<file path="config.mk">
export PLATFORM = sky130hd
export DESIGN_NAME = ebi_ctrl
export DESIGN_NICKNAME = d
export VERILOG_FILES = /design/src/assert_macros.svh /design/src/ebi_pkg.sv /design/src/ebi_ctrl.sv
export SDC_FILE = /design/constraint.sdc
export NUM_CORES = 1
export LEC_CHECK = 0
export BUFFER_PORTS_ARGS = -buffer_cell sky130_fd_sc_hd__buf_2
export CAP_MARGIN = 30
export CORE_UTILIZATION = 56
export CTS_CLUSTER_SIZE = 25
export DETAILED_ROUTE_END_ITERATION = 8
export HOLD_SLACK_MARGIN = 0.15
export PLACE_DENSITY = 0.79
export SYNTH_ARGS = -nofsm -noshare
export SYNTH_HDL_FRONTEND = slang
export SYNTH_SLANG_ARGS = --single-unit
</file>
<file path="constraint.sdc">
create_clock -name clk_i -period 2.2 [get_ports clk_i]
set_input_delay 0.11 -clock clk_i [delete_from_list [all_inputs] [get_ports clk_i]]
set_output_delay 0.11 -clock clk_i [all_outputs]
set_load 0.01 [all_outputs]
</file>
<file path="src/assert_macros.svh">
// Assertion macros used by the top-level RTL file.
`ifndef ASSERT_MACROS_SVH
`define ASSERT_MACROS_SVH
`ifndef SYNTHESIS
`define EBI_ASSERT(lbl, clk, rstn, prop) \
  lbl: assert property (@(posedge clk) disable iff (!rstn) prop) \
    else $error("assertion failed");
`define EBI_ASSERT_ALWAYS(lbl, clk, prop) \
  lbl: assert property (@(posedge clk) prop) else $error("assertion failed");
`else
`define EBI_ASSERT(lbl, clk, rstn, prop)
`define EBI_ASSERT_ALWAYS(lbl, clk, prop)
`endif
`endif

</file>
<file path="src/ebi_pkg.sv">
// Types, constants and arithmetic helpers of the Euler body integrator.
package ebi_pkg;

  localparam int WORD_WIDTH = 32;
  localparam int FRAC_BITS  = 16;
  localparam int DT_W       = 24;
  localparam int SPD_W      = WORD_WIDTH - 1;
  localparam int PROD_W     = 2 * WORD_WIDTH;
  localparam int WIDE_W     = PROD_W + 2;
  localparam int CNT_W      = $clog2(PROD_W);
  localparam int REM_W      = WORD_WIDTH + 3;
  localparam int IDX_W      = 2;
  localparam int CFG_IDX_W  = 2;

  typedef logic signed [WORD_WIDTH-1:0] word_t;
  typedef logic [WORD_WIDTH-1:0]        uword_t;
  typedef logic [PROD_W-1:0]            prod_t;
  typedef logic signed [WIDE_W-1:0]     wide_t;

  localparam uword_t MASS_RST  = uword_t'(65536);
  localparam logic [SPD_W-1:0] SPEED_RST = SPD_W'(200) << FRAC_BITS;
  localparam prod_t  ONE_SQ    = prod_t'(1) << (2 * FRAC_BITS);
  localparam logic [IDX_W-1:0] IDX_LAST_XYZ = IDX_W'(2);
  localparam logic [IDX_W-1:0] IDX_LAST_XY  = IDX_W'(1);

  localparam wide_t W_MAX = {{(WIDE_W-WORD_WIDTH+1){1'b0}}, {(WORD_WIDTH-1){1'b1}}};
  localparam wide_t W_MIN = {{(WIDE_W-WORD_WIDTH+1){1'b1}}, {(WORD_WIDTH-1){1'b0}}};

  typedef enum logic [CFG_IDX_W-1:0] {
    REG_MASS      = 2'd0,
    REG_MAX_SPEED = 2'd1,
    REG_FRICTION  = 2'd2
  } cfg_reg_e;

  typedef enum logic [1:0] {
    MODE_FORCE    = 2'd0,
    MODE_FRICTION = 2'd1,
    MODE_STEP     = 2'd2,
    MODE_UNUSED   = 2'd3
  } mode_e;

  typedef enum logic [4:0] {
    OP_NONE,
    OP_CAPTURE,
    OP_FADD,
    OP_MUL_DV,
    OP_DIV_MASS,
    OP_ADD_DV,
    OP_SQ_X,
    OP_SQ_Y,
    OP_SQ_SUM,
    OP_MUL_LIM2,
    OP_CMP_LIM,
    OP_CMP_ONE,
    OP_SQRT,
    OP_SQRT_TAKE,
    OP_MUL_FMAG,
    OP_SET_MAG,
    OP_MUL_SCALE,
    OP_DIV_LEN,
    OP_SET_VEL,
    OP_MUL_DP,
    OP_ADD_POS,
    OP_OUT
  } op_e;

  typedef struct packed {
    op_e              op;
    logic [IDX_W-1:0] idx;
    logic             fric;
  } cmd_t;

  typedef struct packed {
    logic cond;
    logic done;
    logic busy;
  } sts_t;

  typedef struct packed {
    word_t pos_x;
    word_t pos_y;
    word_t pos_z;
    word_t vel_x;
    word_t vel_y;
    word_t vel_z;
    logic  speed_limited;
    logic  saturated;
  } res_t;

  typedef struct packed {
    logic  hit;
    word_t val;
  } sat_t;

  function automatic sat_t sat_word(wide_t x);
    sat_t r;
    r.hit = 1'b0;
    r.val = x[WORD_WIDTH-1:0];
    if (x > W_MAX) begin
      r.hit = 1'b1;
      r.val = W_MAX[WORD_WIDTH-1:0];
    end else if (x < W_MIN) begin
      r.hit = 1'b1;
      r.val = W_MIN[WORD_WIDTH-1:0];
    end
    return r;
  endfunction

  function automatic wide_t to_wide(logic neg, prod_t m);
    wide_t w;
    w = $signed({2'b00, m});
    return neg ? -w : w;
  endfunction

  function automatic wide_t ext_word(word_t v);
    return {{(WIDE_W-WORD_WIDTH){v[WORD_WIDTH-1]}}, v};
  endfunction

  function automatic uword_t abs_word(word_t v);
    word_t n;
    n = -v;
    return v[WORD_WIDTH-1] ? uword_t'(n) : uword_t'(v);
  endfunction

endpackage

</file>
<file path="src/ebi_ctrl.sv">
// Controller: sequences datapath operations for each input word.
module ebi_ctrl (
  input  logic           clk_i,
  input  logic           rst_ni,
  input  logic           in_valid_i,
  output logic           in_stall_o,
  input  logic [1:0]     mode_i,
  output logic           out_valid_o,
  input  logic           out_stall_i,
  input  ebi_pkg::sts_t  sts_i,
  output ebi_pkg::cmd_t  cmd_o
);
  import ebi_pkg::*;

  typedef enum logic [4:0] {
    S_IDLE, S_FADD,
    S_DV_MUL, S_DV_DIV, S_DV_WAIT, S_DV_ADD,
    S_SQX, S_SQY, S_SQS, S_LIM2, S_CMP_LIM, S_CMP_ONE, S_BRANCH,
    S_SQRT, S_SQRT_WAIT, S_FMAG_MUL, S_FMAG,
    S_CL_MUL, S_CL_DIV, S_CL_WAIT, S_CL_SET,
    S_P_MUL, S_P_ADD, S_DONE
  } state_e;

  state_e           state_q;
  mode_e            mode_q;
  logic [IDX_W-1:0] idx_q;
  logic             out_valid_q;
  logic             can_load, fric;

  assign can_load = !out_valid_q || !out_stall_i;
  assign fric     = (mode_q == MODE_FRICTION);

  always_comb begin
    cmd_o.idx  = idx_q;
    cmd_o.fric = fric;
    case (state_q)
      S_IDLE:      cmd_o.op = in_valid_i ? OP_CAPTURE : OP_NONE;
      S_FADD:      cmd_o.op = OP_FADD;
      S_DV_MUL:    cmd_o.op = OP_MUL_DV;
      S_DV_DIV:    cmd_o.op = OP_DIV_MASS;
      S_DV_ADD:    cmd_o.op = OP_ADD_DV;
      S_SQX:       cmd_o.op = OP_SQ_X;
      S_SQY:       cmd_o.op = OP_SQ_Y;
      S_SQS:       cmd_o.op = OP_SQ_SUM;
      S_LIM2:      cmd_o.op = OP_MUL_LIM2;
      S_CMP_LIM:   cmd_o.op = OP_CMP_LIM;
      S_CMP_ONE:   cmd_o.op = OP_CMP_ONE;
      S_SQRT:      cmd_o.op = OP_SQRT;
      S_SQRT_WAIT: cmd_o.op = sts_i.done ? OP_SQRT_TAKE : OP_NONE;
      S_FMAG_MUL:  cmd_o.op = OP_MUL_FMAG;
      S_FMAG:      cmd_o.op = OP_SET_MAG;
      S_CL_MUL:    cmd_o.op = OP_MUL_SCALE;
      S_CL_DIV:    cmd_o.op = OP_DIV_LEN;
      S_CL_SET:    cmd_o.op = OP_SET_VEL;
      S_P_MUL:     cmd_o.op = OP_MUL_DP;
      S_P_ADD:     cmd_o.op = OP_ADD_POS;
      S_DONE:      cmd_o.op = can_load ? OP_OUT : OP_NONE;
      default:     cmd_o.op = OP_NONE;
    endcase
  end

  always_ff @(posedge clk_i or negedge rst_ni) begin
    if (!rst_ni) begin
      state_q     <= S_IDLE;
      mode_q      <= MODE_FORCE;
      idx_q       <= '0;
      out_valid_q <= 1'b0;
    end else begin
      if (state_q == S_DONE && can_load) begin
        out_valid_q <= 1'b1;
      end else if (out_valid_q && !out_stall_i) begin
        out_valid_q <= 1'b0;
      end
      case (state_q)
        S_IDLE: begin
          if (in_valid_i) begin
            mode_q <= mode_e'(mode_i);
            idx_q  <= '0;
            case (mode_e'(mode_i))
              MODE_FORCE:    state_q <= S_FADD;
              MODE_FRICTION: state_q <= S_SQX;
              MODE_STEP:     state_q <= S_DV_MUL;
              default:       state_q <= S_DONE;
            endcase
          end
        end
        S_FADD:    state_q <= S_DONE;
        S_DV_MUL:  state_q <= S_DV_DIV;
        S_DV_DIV:  state_q <= S_DV_WAIT;
        S_DV_WAIT: if (sts_i.done) state_q <= S_DV_ADD;
        S_DV_ADD: begin
          if (idx_q == IDX_LAST_XYZ) begin
            idx_q   <= '0;
            state_q <= S_SQX;
          end else begin
            idx_q   <= idx_q + 1'b1;
            state_q <= S_DV_MUL;
          end
        end
        S_SQX:     state_q <= S_SQY;
        S_SQY:     state_q <= S_SQS;
        S_SQS:     state_q <= fric ? S_CMP_ONE : S_LIM2;
        S_LIM2:    state_q <= S_CMP_LIM;
        S_CMP_LIM: state_q <= S_BRANCH;
        S_CMP_ONE: state_q <= S_BRANCH;
        S_BRANCH: begin
          idx_q <= '0;
          if (sts_i.cond) state_q <= S_SQRT;
          else            state_q <= fric ? S_DONE : S_P_MUL;
        end
        S_SQRT:      state_q <= S_SQRT_WAIT;
        S_SQRT_WAIT: if (sts_i.done) state_q <= fric ? S_FMAG_MUL : S_CL_MUL;
        S_FMAG_MUL:  state_q <= S_FMAG;
        S_FMAG:      state_q <= S_CL_MUL;
        S_CL_MUL:    state_q <= S_CL_DIV;
        S_CL_DIV:    state_q <= S_CL_WAIT;
        S_CL_WAIT:   if (sts_i.done) state_q <= S_CL_SET;
        S_CL_SET: begin
          if (idx_q == IDX_LAST_XY) begin
            idx_q   <= '0;
            state_q <= fric ? S_DONE : S_P_MUL;
          end else begin
            idx_q   <= idx_q + 1'b1;
            state_q <= S_CL_MUL;
          end
        end
        S_P_MUL: state_q <= S_P_ADD;
        S_P_ADD: begin
          if (idx_q == IDX_LAST_XYZ) begin
            state_q <= S_DONE;
          end else begin
            idx_q   <= idx_q + 1'b1;
            state_q <= S_P_MUL;
          end
        end
        S_DONE: begin
          if (can_load) begin
            state_q <= S_IDLE;
          end
        end
        default: state_q <= S_IDLE;
      endcase
    end
  end

  assign in_stall_o  = (state_q != S_IDLE);
  assign out_valid_o = out_valid_q;

endmodule

</file>
==> results of run 1 <==
-- state kept, by name, summed over array words and instances (netlist names) --
name	cells
idx_q	2
state_q	5
out_valid_o	1
mode_q	2
-- per-layer routing --
metal | up-vias | wire length, um | part of all wire, %
met4 | 0 | 52 | 1.8
met2 | 63 | 1310 | 47
met5 | - | 0 | 0
met1 | 583 | 1260 | 45
met3 | 7 | 189 | 6.7
li1 | 609 | - | -
-- final cells by class --
type | count | share of cell area, %
multi-input combinational | 126 | 62.3
sequential | 10 | 18.8
timing repair buffer | 24 | 10.5
inverter | 11 | 3.10
clock buffer | 4 | 2.73
tap | 27 | 2.54
-- worst min-delay path, cell delays in order --
cell	delay (ns)
buf_2	0.11
inv_1	0.07
o21ai_0	0.09
-- timing repair --
action	in CTS	in global routing
buffers inserted	0	0
hold buffers	1	0
endpoints found under the hold margin	10	0
-- metrics by stage --
step / total power (uW) / instances
after floorplan: 1570 / 161
after global routing: 2260 / 202
after detailed placement: 1900 / 197
final: 2090 / 202
after global placement: 1840 / 197
after CTS: 2070 / 202
-- power by group --
part | leakage (uW) | switching (uW) | total (uW) | internal (uW)
registers | 0.000126 | 175 | 443 | 268
clock network | 0.0000210 | 56.5 | 157 | 100
logic | 0.000444 | 844 | 1490 | 642
-- layout by cell type (no fill, tap or decap), drive strengths merged, types with 4 or more instances in the layout --
cell type,n
nor2,9
nand2,20
ha,7
clkbuf,4
nor2b,6
inv,10
o22ai,5
o21ai,17
buf,23
dfrtp,10
a21oi,13
-- worst min-delay path by stage --
stage,endpoint,cells past startpoint,start,slack (ns)
3_5_place_dp,mode_q[1],1,rst_ni,-0.02
3_3_place_gp,mode_q[1],1,rst_ni,-0.03
2_1_floorplan,idx_q[0],0,rst_ni,-0.19
6_report,mode_q[0],3,mode_i[0],0.17
4_1_cts,out_valid_o,3,out_stall_i,0.18
5_1_grt,mode_q[0],3,mode_i[0],0.21
-- cells by family (layout without fill, tap and decap cells) --
| family | count (synthesis) | in the layout |
|---|---|---|
| buffers and inverters | 25 | 39 |
| AND/OR/NAND/NOR | 52 | 52 |
| multiplexers | 5 | 5 |
| AO/OA/AOI/OAI | 60 | 60 |
| flip-flops | 10 | 10 |
| XOR/XNOR | 2 | 2 |
| adder cells (fa/ha/maj) | 7 | 7 |
==> parameters.txt, run 1 <==
Parameter                              Value

Synthesis
  Number of cells produced by synthesis ... 161
  Post-Syn Area ... 1220 um^2
  Predominant post-synthesis flop cell ... dfrtp_1
  Part of the Yosys area used for sequential elements ... 20.6%
  Number of warnings reported in the yosys synthesis log ... 0
  Xor/xnor cell area share of the yosys netlist ... 1.44%
  Post-synthesis adder-cell area fraction ... 7.20%
  Most frequently used cell type in the post-synthesis netlist ... nand2_1
  Mux contribution to synthesized area ... 4.32%
  Area leader, netlist ... dfrtp_1
  Synth Area in Simple Gates ... 22.8%
  Compound-Gate Fraction of Synth Area ... 32.4%
  Number of enable-type register cells in the synthesized netlist ... 0
  Async set or reset register ratio after synthesis ... 100%
  Fraction of synthesized cell area taken by the top area cell type ... 20.6%
  Biggest area contributors in the synthesized netlist ... dfrtp_1 (21%), ha_1 (7.2%), nand2_1 (6.2%)
  Dominant combinational cell family by area after synthesis ... compound AO/OA/AOI/OAI gates
  Flops & latches, synth ... 10
  Distinct cell type count after synthesis ... 45
  Post-Synthesis Net Count ... 177
  Average footprint of a synthesized cell ... 7.55 um^2
  Synth cell count leaders ... nand2_1 (20), o21ai_0 (14), a21oi_1 (13)

Place
  Total half-perimeter wirelength after legalization and detailed placement ... 2170 um
  Placed Area ... 1280 um^2
  Number of buffer cells added on primary ports ... 17
  Placer congestion estimate ... 0.893
  Worst-case setup slack after placement ... 0.367 ns

STA
  Number of failing setup endpoints in the final timing report ... 0
  Worst Hold Margin ... 0.171 ns
  Highest Clock Rate ... 490 MHz
  Normalized max-slew margin ... 62.8%
  Final worst-path setup slack ... 0.161 ns
  Tcrit/Tclk final ... 92.7%
  Unrepaired setup endpoints after global routing ... no
  Setup TNS after final layout ... 0 ns
  Hold Vio Cnt, Final ... 0
  Worst clock skew on the final layout ... 0.00506 ns
  Post-route minimum period ... 2.04 ns
  Final count of pins violating max slew ... 0
  Transition at the pin with the smallest max-transition slack ... 0.557 ns

Routing
  Post-detailed-route DRC marker count ... 0
  Number of optimization iterations in the first detailed-route pass ... 4
  Average wire per cell in the routed design ... 13.9 um
  Initial DRC Count ... 52
  Wire length after detailed routing ... 2810 um
  Antenna violation net count after detailed routing ... 0
  Total number of vias ... 1262
  Via/cell ratio ... 6.25

Critical path
  Critical R2R Launch ... state_q[1]
  Crit path depth ... 6
  Crit path launch ... state_q[1]
  Arrival @ worst endpoint ... 1.93 ns
  Ordered list of cells on the worst path ... nor2b_2 -> nand2_1 -> a21oi_1 -> a41oi_1 -> o22ai_1 -> buf_2
  Depth of the worst register-to-register path ... 5
  Crit path capture ... cmd_o[3]
  Worst reg2reg path endpoint ... state_q[2]
  Crit path max-delay family ... flip-flops
  Peak per-stage delay on the critical path ... 0.69 ns
  Critical Path Source Type ... register
  Slowest library cell on the worst path ... dfrtp_1
  Worst Path Class, Setup ... reg2out
  Largest driver fanout on the critical path ... 16
  Count of buffer and inverter cells on the critical path ... 1
  Setup slack of the worst register-to-register path ... 0.31 ns
  Kind of capture point of the worst setup path ... primary output
  Data required, critical path ... 2.09 ns

Run status
  Outcome ... complete, no violations

Finish
  Final cell area excluding filler cells ... 1330 um^2
  FF+latch area ... 250 um^2
  NumNets Final ... 192
  Multi-input gate area in the final layout ... 830 um^2
  Count of antenna diodes in the layout ... 0
  Area Overhead vs Synth ... 9.47%
  Fill cell total of the finished layout ... 181
  Share of cells above drive strength 1 ... 20.6%
  Core Util, Final ... 66.5%

Power
  Worst VDD drop ... 0.808 mV
  Leakage ... 0.000591 uW
  Pwr per Cell Area ... 1570 nW/um^2

Global route
  Global Route met2 Usage ... 40.0%
  Global-route usage over all layers ... 24.8%
  Met1 usage in global routing ... 35.7%
  Global Route met3 Usage ... 0.943%
  Global-route wire length before repair ... 4690 um
  Via count of the first global-routing pass ... 1068
  Layer with the highest usage after global routing ... met2
  GR Overflow Total ... 0
  Largest net degree at the start of global routing ... 21
  Initial antenna violation count ... 0

Floorplan
  Std-Cell Rows ... 16
  Die area ... 2360 um^2
  Die H ... 48.6 um
  IO Count ... 19
  Die outline width ... 48.6 um
  Core region area ... 2000 um^2
  Initial core utilization ... 60.7%

Clock network
  Clock sink count ... 10
  Clock H-tree levels ... 1
  TritonCTS Buffers ... 3
  Number of buffers on the longest clock path ... 2
  Clock-pin transition on the worst setup and hold timing paths ... 0.06 ns
  Cts repair resizes ... 0
  Clock root buffer ... clkbuf_4
  Worst skew pair latency ... 0.26 ns
  Clock tree from TritonCTS ... yes

Run
  MaxCap Viol Count ... 0

Min path
  Class of the worst hold path ... in2reg
No activity file was read; power rests on OpenSTA's default activity.
==> run 2, diff against run 1 <==
--- a/config.mk
+++ b/config.mk
@@ -7,6 +7,7 @@
 export LEC_CHECK = 0
 export BUFFER_PORTS_ARGS = -buffer_cell sky130_fd_sc_hd__buf_2
 export CAP_MARGIN = 30
+export CORE_MARGIN = 10
 export CORE_UTILIZATION = 56
 export CTS_CLUSTER_SIZE = 25
 export DETAILED_ROUTE_END_ITERATION = 8
==> run 2 against run 1 <==
Global-route usage is 11 points lower. Clock power hardly changed. Largest cell class unchanged. Critical endpoint unchanged. Register-to-register slack worse by 0.05 ns. Worst hold slack better by 0.011 ns. Setup slack worse by 0.013 ns.
==> parameters.txt, run 2 (synthesis results as in run 1) <==
Parameter                              Value

Clock network
  Worst skew pair latency ... 0.26 ns (about the same)
  Clock tree from TritonCTS ... yes
  Clock-pin transition on the worst setup and hold timing paths ... 0.06 ns (about the same)
  Clock sink count ... 10 (unchanged)
  Clock H-tree levels ... 1 (unchanged)
  Clock root buffer ... clkbuf_4
  TritonCTS Buffers ... 3 (unchanged)
  Number of buffers on the longest clock path ... 2 (unchanged)

STA
  Worst Hold Margin ... 0.182 ns (+0.0113 ns)
  Setup TNS after final layout ... 0 ns (unchanged)
  Final worst-path setup slack ... 0.148 ns (-0.0131 ns)
  Transition at the pin with the smallest max-transition slack ... 0.579 ns (+0.0220 ns)
  Normalized max-slew margin ... 61.4% (-1.5 points)
  Number of failing setup endpoints in the final timing report ... 0 (unchanged)
  Post-route minimum period ... 2.05 ns (+0.0131 ns)
  Final count of pins violating max slew ... 0 (unchanged)
  Tcrit/Tclk final ... 93.3% (+0.60 points)
  Unrepaired setup endpoints after global routing ... no
  Highest Clock Rate ... 487 MHz (-0.64%)
  Hold Vio Cnt, Final ... 0 (unchanged)
  Worst clock skew on the final layout ... 0.00114 ns (-0.00393 ns)

Critical path
  Arrival @ worst endpoint ... 1.94 ns (about the same)
  Kind of capture point of the worst setup path ... primary output
  Critical Path Source Type ... register
  Data required, critical path ... 2.09 ns (about the same)
  Worst Path Class, Setup ... reg2out
  Largest driver fanout on the critical path ... 18 (+2)

Routing
  Antenna violation net count after detailed routing ... 0 (unchanged)
  Wire length after detailed routing ... 3000 um (+6.7%)
  Post-detailed-route DRC marker count ... 0 (unchanged)
  Via/cell ratio ... 6.13 (-1.8%)
  Initial DRC Count ... 67 (+29%)
  Total number of vias ... 1239 (-1.8%)
  Number of optimization iterations in the first detailed-route pass ... 4 (unchanged)
  Average wire per cell in the routed design ... 14.9 um (+6.7%)

Floorplan
  Initial core utilization ... 60.1% (-0.60 points)
  Die area ... 4440 um^2 (+88%)
  Std-Cell Rows ... 16 (unchanged)
  Core region area ... 2020 um^2 (+1.0%)
  Die outline width ... 66.6 um (+37%)
  IO Count ... 19 (unchanged)
  Die H ... 66.6 um (+37%)

Finish
  Flip-flop count of the largest register, all copies and words added ... 5 (unchanged)
  Fill cell total of the finished layout ... 175 (-3.3%)
  Register with the highest flop count ... state_q
  Share of cells above drive strength 1 ... 20.6% (unchanged)
  Final Non-Filler Cells ... 202 (unchanged)
  Multi-input gate area in the final layout ... 830 um^2 (unchanged)
  Leading cell types in the layout, fill and taps excluded ... nand2_1 (20), buf_2 (17), o21ai_0 (14), a21oi_1 (13)
  FF+latch area ... 250 um^2 (unchanged)
  Largest regs ... state_q x5, idx_q x2, mode_q x2
  NumNets Final ... 192 (unchanged)
  Most common library cell in the layout ignoring fill and taps ... nand2_1
  Count of antenna diodes in the layout ... 0 (unchanged)
  Area Overhead vs Synth ... 9.47% (unchanged)

Place
  Total half-perimeter wirelength after legalization and detailed placement ... 2400 um (+11%)
  Number of buffer cells added on primary ports ... 17 (unchanged)
  Worst-case setup slack after placement ... 0.277 ns (-0.0906 ns)
  Cells after DPL ... 197 (unchanged)
  Placer congestion estimate ... 0.847 (-5.2%)

Run status
  Outcome ... complete, no violations

Power
  Leakage ... 0.000591 uW (about the same)
  Portion of total power attributed to combinational logic ... 70.7% (-0.5 points)
  Internal power of the cells ... 1010 uW (-0.13%)
  Fraction of power consumed by sequential logic ... 21.7% (+0.5 points)
  Net Sw Frac ... 51.7% (+0.10 points)
  Switching power summed over all nets ... 1080 uW (+0.29%)
  Total power of the final layout ... 2090 uW (about the same)
  Clock power frac ... 7.6% (about the same)
  Worst VDD drop ... 0.949 mV (+17%)
  Pwr per Cell Area ... 1570 nW/um^2 (about the same)

Global route
  Largest net degree at the start of global routing ... 20 (-4.8%)
  Global-route wire length before repair ... 5120 um (+9.3%)
  Initial antenna violation count ... 0 (unchanged)
  GR Overflow Total ... 0 (unchanged)
  Global-route usage over all layers ... 13.8% (-11 points)
  Via count of the first global-routing pass ... 1156 (+8.2%)

Min path
  Class of the worst hold path ... in2reg

Run
  MaxCap Viol Count ... 0 (unchanged)
[run 2: cell counts in the layout (fill, tap and decap cells not counted)]
Identical to the previous run, type by type.
[run 2: metrics by stage]
| stage | util (%) | cell area, um^2 |
|---|---|---|
| 2_1_floorplan | - | 1220 |
| 3_3_place_gp | 63.6 | 1280 |
| 3_5_place_dp | 63.6 | 1280 |
| 4_1_cts | 65.8 | 1330 |
| 5_1_grt | 65.8 | 1330 |
| 6_report | 65.8 | 1330 |
[run 2: area by class of cell]
| cell class | instances | share of cell area (%) |
|---|---|---|
| Clock buffer | 4 | 2.73 |
| Inverter | 11 | 3.10 |
| Multi-Input combinational cell | 126 | 62.3 |
| Sequential cell | 10 | 18.8 |
| Tap cell | 27 | 2.54 |
| Timing Repair Buffer | 24 | 10.5 |
[run 2: worst paths after layout]
path	endpoint	from	depth (start not counted)	slack (ns)
max	cmd_o[3]	state_q[1]	6	0.15
min in group asynchronous	idx_q[1]	rst_ni	2	0.23
max in group asynchronous	mode_q[1]	rst_ni	2	1.79
min	mode_q[0]	mode_i[0]	3	0.18
min reg2reg	mode_q[1]	mode_q[1]	2	0.48
max reg2reg	state_q[2]	state_q[1]	5	0.26
[run 2: power by group through the flow]
stage               logic [uW]  clock network [uW]  registers, uW
floorplan                 1250                   0            327
global placement          1420                   0            445
detailed placement        1470                   0            452
CTS                       1470                 162            447
global route              1650                 177            473
finish                    1480                 158            454
[run 2: critical path, stage by stage, from the launching register on]
cell and delay, ns:
dfrtp_1 0.71, nor2b_2 0.39, nand2_1 0.09, a21oi_1 0.13
a41oi_1 0.07, o22ai_1 0.16, buf_2 0.15
[run 2: timing repair]
| item | in CTS | in global routing |
|---|---|---|
| buffers inserted | 0 | 0 |
| endpoints found under the hold margin | 10 | 0 |
| hold buffers | 1 | 0 |
| gates resized for setup | 0 | 0 |
[run 2: per-layer routing]
metal  track usage (%)  vias to the layer above  wire, um
li1                  -                      606         -
met1              16.7                      590      1330
met2              24.8                       41      1480
met3              2.51                        2       179
met4              2.36                        0        18
met5                 0                        -         0
